File: src/hw/rtl/rrt_pkg.sv
// ----------------------------------------------------------------------------
// rrt_pkg
// Shared widths, codes and controller/datapath handshake types for the
// recent request table.
// ----------------------------------------------------------------------------
package rrt_pkg;

  // default table size
  localparam int unsigned DEF_TABLE_DEPTH = 64;

  // field widths
  localparam int unsigned FUNC_W    = 2;
  localparam int unsigned DIGEST_W  = 64;
  localparam int unsigned NONCE_W   = 32;
  localparam int unsigned TIME_W    = 32;
  localparam int unsigned CFG_W     = 16;
  localparam int unsigned CFG_IDX_W = 2;
  localparam int unsigned STATUS_W  = 2;
  localparam int unsigned OCC_W     = 7;

  // stream widths
  localparam int unsigned IN_TDATA_W  = DIGEST_W + NONCE_W;
  localparam int unsigned IN_TUSER_W  = FUNC_W;
  localparam int unsigned OUT_FIELD_W = 1 + STATUS_W + OCC_W;
  localparam int unsigned OUT_TDATA_W = ((OUT_FIELD_W + 7) / 8) * 8;

  // one table entry: {expiry, nonce, digest}
  localparam int unsigned WORD_W = TIME_W + NONCE_W + DIGEST_W;

  // configuration reset values
  localparam logic [CFG_W-1:0] LIFETIME_RST = CFG_W'(1000);
  localparam logic [CFG_W-1:0] PERIOD_RST   = CFG_W'(1000);

  // request kinds
  localparam logic [FUNC_W-1:0] FUNC_TICK   = 2'd0;
  localparam logic [FUNC_W-1:0] FUNC_CHECK  = 2'd1;
  localparam logic [FUNC_W-1:0] FUNC_RECORD = 2'd2;

  // result status codes
  localparam logic [STATUS_W-1:0] STATUS_OK   = 2'd0;
  localparam logic [STATUS_W-1:0] STATUS_DUP  = 2'd1;
  localparam logic [STATUS_W-1:0] STATUS_FULL = 2'd2;

  // configuration register indexes
  localparam logic [CFG_IDX_W-1:0] CFG_LIFETIME = 2'd0;
  localparam logic [CFG_IDX_W-1:0] CFG_PERIOD   = 2'd1;

  // controller to datapath commands
  typedef struct packed {
    logic capture;       // latch the accepted beat
    logic tick;          // advance time and the sweep countdown
    logic stream_start;  // set up a walk from the table front
    logic scan_run;      // one step of a match walk
    logic sweep_run;     // one step of an expiry walk
    logic record;        // append the held request if allowed
    logic load_out;      // fill the output register
  } rrt_cmd_t;

  // datapath to controller status
  typedef struct packed {
    logic [FUNC_W-1:0] func;
    logic              sweep_due;
    logic              scan_done;
    logic              sweep_done;
  } rrt_sts_t;

endpackage

File: src/hw/rtl/rrt_ctrl.sv
// ----------------------------------------------------------------------------
// rrt_ctrl
// Sequencer for the recent request table: takes one request at a time,
// steps the datapath through match walks, expiry sweeps and appends, and
// owns the output beat valid.
// ----------------------------------------------------------------------------
module rrt_ctrl (
  input  logic              clk_i,
  input  logic              rst_ni,
  input  logic              s_valid_i,
  output logic              s_ready_o,
  output logic              m_valid_o,
  input  logic              m_ready_i,
  output rrt_pkg::rrt_cmd_t cmd_o,
  input  rrt_pkg::rrt_sts_t sts_i
);
  import rrt_pkg::*;

  localparam logic [2:0] ST_IDLE   = 3'd0;
  localparam logic [2:0] ST_DECODE = 3'd1;
  localparam logic [2:0] ST_SCAN   = 3'd2;
  localparam logic [2:0] ST_REC    = 3'd3;
  localparam logic [2:0] ST_SWEEP  = 3'd4;
  localparam logic [2:0] ST_FINISH = 3'd5;

  logic [2:0] state_q, state_d;
  logic       out_valid_q, out_valid_d;
  rrt_cmd_t   cmd;

  // next state and commands
  always_comb begin
    state_d = state_q;
    cmd     = '0;
    case (state_q)
      ST_IDLE: begin
        if (s_valid_i) begin
          cmd.capture = 1'b1;
          state_d     = ST_DECODE;
        end
      end
      ST_DECODE: begin
        case (sts_i.func)
          FUNC_TICK: begin
            cmd.tick = 1'b1;
            if (sts_i.sweep_due) begin
              cmd.stream_start = 1'b1;
              state_d          = ST_SWEEP;
            end else begin
              state_d = ST_FINISH;
            end
          end
          FUNC_CHECK, FUNC_RECORD: begin
            cmd.stream_start = 1'b1;
            state_d          = ST_SCAN;
          end
          default: state_d = ST_FINISH;
        endcase
      end
      ST_SCAN: begin
        if (sts_i.scan_done) begin
          state_d = (sts_i.func == FUNC_RECORD) ? ST_REC : ST_FINISH;
        end else begin
          cmd.scan_run = 1'b1;
        end
      end
      ST_REC: begin
        cmd.record = 1'b1;
        state_d    = ST_FINISH;
      end
      ST_SWEEP: begin
        if (sts_i.sweep_done) begin
          state_d = ST_FINISH;
        end else begin
          cmd.sweep_run = 1'b1;
        end
      end
      ST_FINISH: begin
        if (!out_valid_q || m_ready_i) begin
          cmd.load_out = 1'b1;
          state_d      = ST_IDLE;
        end
      end
      default: state_d = ST_IDLE;
    endcase
  end

  // output beat valid
  always_comb begin
    out_valid_d = out_valid_q;
    if (cmd.load_out) begin
      out_valid_d = 1'b1;
    end else if (m_ready_i) begin
      out_valid_d = 1'b0;
    end
  end

  always_ff @(posedge clk_i or negedge rst_ni) begin
    if (!rst_ni) begin
      state_q     <= ST_IDLE;
      out_valid_q <= 1'b0;
    end else begin
      state_q     <= state_d;
      out_valid_q <= out_valid_d;
    end
  end

  assign s_ready_o = (state_q == ST_IDLE);
  assign m_valid_o = out_valid_q;
  assign cmd_o     = cmd;

endmodule

File: config.mk
export PLATFORM = sky130hd
export DESIGN_NAME = rrt_ctrl
export DESIGN_NICKNAME = d
export VERILOG_FILES = /design/src/hw/rtl/rrt_pkg.sv /design/src/hw/rtl/rrt_ctrl.sv
export SDC_FILE = /design/constraint.sdc
export NUM_CORES = 1
export LEC_CHECK = 0
export ABC_AREA = 1
export BUFFER_PORTS_ARGS = -buffer_cell sky130_fd_sc_hd__buf_2
export CORE_AREA = 5 5 42 44
export CTS_CLUSTER_DIAMETER = 30
export CTS_CLUSTER_SIZE = 28
export DETAILED_ROUTE_END_ITERATION = 7
export DIE_AREA = 0 0 47 49
export PLACE_DENSITY = 0.64
export REMOVE_ABC_BUFFERS = 1
export SLEW_MARGIN = 20
export SYNTH_ARGS = -nofsm -noshare
export SYNTH_HDL_FRONTEND = slang
export SYNTH_SLANG_ARGS = --single-unit
File: constraint.sdc
create_clock -name clk_i -period 1.41 [get_ports clk_i]
set_input_delay 0.0705 -clock clk_i [delete_from_list [all_inputs] [get_ports clk_i]]
set_output_delay 0.0705 -clock clk_i [all_outputs]
set_load 0.02 [all_outputs]
==> metrics.md <==
| Metric | Value |
|---|---|
| CP Max Fanout | `5` |
| Area of the mapped netlist | `426.7 um^2` |
| Place WS | `0.1964 ns` |
| Via count | `442` |
| GR Layer Usage met2 | `13.80%` |
| Setup ws final | `0.06196 ns` |
| Drt initial violations | `2` |
| Clock share of power | `12.5%` |
| Largest net degree at the start of global routing | `9` |
| Total Routing Usage GR | `9.104%` |
| Flop pwr share | `25.0%` |
| Grt met1 use | `10.40%` |
| Switching Share | `51.73%` |
| Initial antenna violation count | `0` |
| Fin. max-slew vios | `0` |
| Top_reg_cell synth | `dfrtp_1` |
| Fillers | `169` |
| Reg2reg start | `state_q[2]` |
| Seq cells post-synth | `4` |
| Die Width | `around 47 um` |
| Number of global-route vias before repair | `389` |
| Skew final | `~0.00096 ns` |
| Placer Congestion | `0.7216` |
| Met3 Usage GRT | `2.214%` |
| Longest Clk Path Bufs | `2` |
| Port Buf Inserts | `17` |
| Site row count | `14` |
| CP max-delay cell | `dfrtp_2` |
| Grt ovf | `0` |
| Int Pwr | `~550 uW` |
| Max-slew headroom | `between 80 and 90%` |
| Post-DP HPWL | `around 790 um` |
| Power density cells | `~1900 mW/mm^2` |
| CTS buffer count | `3` |
| Drt wl/cell | `8.698 um` |
| Max Fclk | `741.8 MHz` |
| Tmin final | `between 1 and 1.5 ns` |
| Mapped Cells | `69` |
| Setup Total Neg Slack | `0 ns` |
| Tcrit/Tclk final | `between 90% and 100%` |
| Clk_lat worst skew | `0.23 ns` |
| Critical Path RT | `roughly 1.3 ns` |
| Routed WL | `922 um` |
| Reg-to-Reg End | `state_q[1]` |
| Share of cells above drive strength 1 | `37.78%` |
| Hold_ws | `0.05576 ns` |
| Clock sinks | `4` |
| First-pass GRT wire length | `1483 um` |
| R2R cell count | `6` |
| EDFF count, synth | `0` |
| Pre-Repair DR Iteration Count | `2` |
| RSZ-0062 raised after global routing | `no` |
| Multi-input logic area | `262.8 um^2` |
| Worst-Margin Slew | `0.2450 ns` |
| Number of remaining DRC errors | `0` |
| Root buf cell | `clkbuf_4` |
| Area Growth Syn to Fin | `35.78%` |
| Distinct cells, synth | `15` |
| Most frequent cells in the layout | `20 x nand2_1, 17 x buf_2, 14 x inv_1` |
| Ys Warns | `0` |
| Reg2Reg Setup Slack | `0.20 ns` |
| FF/Latch Area | `103.9 um^2` |
| Number of max-cap violations | `0` |
| H-Tree Depth | `1` |
| Vias per inst | `4.170` |
| Commonest non-fill, non-tap cell in the layout | `nand2_1` |
| Number of diodes | `0` |
| Outcome | `finished, final reports clean` |
| Worst-case vdd ir drop | `0.0007560 V` |
| Crit path to | `cmd_o[4]` |
| CP Launch Type | `register` |
| Global route hottest layer | `met2` |
| Worst Setup SP | `state_q[1]` |
| Avg Synthesized Cell Area | `6.183 um^2` |
| Core box area | `0.001401 mm^2` |
| Seq/Total Area, Yosys | `between 20% and 30%` |
| Clock transition at the registers of the reported paths | `0.04 ns` |
| Leak | `0.0003839 uW` |
| Finish-stage setup viols | `0` |
| Final Hold Viols | `0` |
| WHS Path Cells | `2` |
| CP arrival | `1.28 ns` |
| # IOs | `18` |
| Chip Height | `49 um` |
| Slowest stage delay, CP | `0.43 ns` |
| Comb pwr share | `62.5%` |
| Initial Util | `30.45%` |
| Min-delay worst type | `in2reg` |
| CP endpoint kind | `primary output` |
| FFs w/ async S/R, synth | `100.0%` |
| CP cell instances | `inv_2 -> nand3_2 -> nor3_1 -> buf_2` |
| WS Path Type | `reg2out` |
| TritonCTS clock tree | `yes` |
| Post-route ant nets | `0` |
| # nets final | `around 110` |
| Psw | `584.0 uW` |
| Die Area | `~0.0023 mm^2` |
-- cell type report --
class | count | share of cell area (%)
clock buffer | 3 | 3.888
inverter | 16 | 10.37
multi-input combinational | 47 | 45.36
sequential | 4 | 17.93
tap | 16 | 3.456
timing repair buffer | 20 | 19.01
-- Yosys cell counts (2+ instances only) --
library cell / number / area, um^2
nand2_1: 20 / 75.07
nand3b_1: 2 / 15.01
ha_1: 4 / 50.05
nor3_1: 2 / 10.01
nor2_2: 3 / 18.77
nand3_1: 2 / 10.01
o21ai_0: 2 / 10.01
inv_1: 16 / 60.06
dfrtp_1: 4 / 100.1
nor2_1: 9 / 33.78
-- routing by layer --
layer | part of all wire, % | routed length (um) | vias up
met3 | 4.7 | 43 | 0
met1 | 44 | 409 | 187
met4 | 0 | 0 | 0
met2 | 51 | 469 | 9
li1 | - | - | 246
met5 | 0 | 0 | -
-- cell families after synthesis --
logic type | synth area share [%]
compound gates | 3.518
fa+ha+maj | 11.73
buf+inv | 18.48
flops | 23.46
simple gates | 42.81
-- timing repair --
action | CTS | global route
gates resized for setup | 2 | 6
setup buffers | 0 | 2
endpoints found under the hold margin | 4 | 0
setup endpoints to repair | 1 | 2
pin swaps | 0 | 0
hold buffers | 1 | 0
-- registers in the layout, summed over array words and instances (netlist names) --
signal and count:
state_q 3, m_valid_o 1
-- worst min path at each step --
stage / from / endpoint / slack, ns
6_report: m_ready_i / m_valid_o / 0.06
3_3_place_gp: rst_ni / m_valid_o / -0.12
5_1_grt: m_ready_i / m_valid_o / 0.06
2_1_floorplan: rst_ni / m_valid_o / -0.23
4_1_cts: m_ready_i / m_valid_o / 0.05
3_5_place_dp: rst_ni / m_valid_o / -0.12
-- power groups by stage --
stage               clock, uW  sequential, uW  combinational [uW]
floorplan                   0             262                 466
global placement            0             255                 635
detailed placement          0             259                 648
CTS                       147             263                 662
global route              158             297                 803
finish                    141             283                 706
-- critical path: cells and delay by family, from the launching register on --
| kind | cells | cell delay [ns] |
|---|---|---|
| buf+inv | 2 | 0.30 |
| flops | 1 | 0.43 |
| simple gates | 2 | 0.31 |
-- stage by stage --
| step | utilization (%) | power (uW) | cell area, um^2 | instances |
|---|---|---|---|---|
| after floorplan | - | 727.6 | 407.9 | 67 |
| after global placement | 36.61 | 889.7 | 513.0 | 100 |
| after detailed placement | 36.61 | 907.6 | 513.0 | 100 |
| after CTS | 39.38 | 1072 | 551.8 | 104 |
| after global routing | 41.34 | 1259 | 579.3 | 106 |
| final | 41.34 | 1129 | 579.3 | 106 |
(Power assumes the default switching activity.)
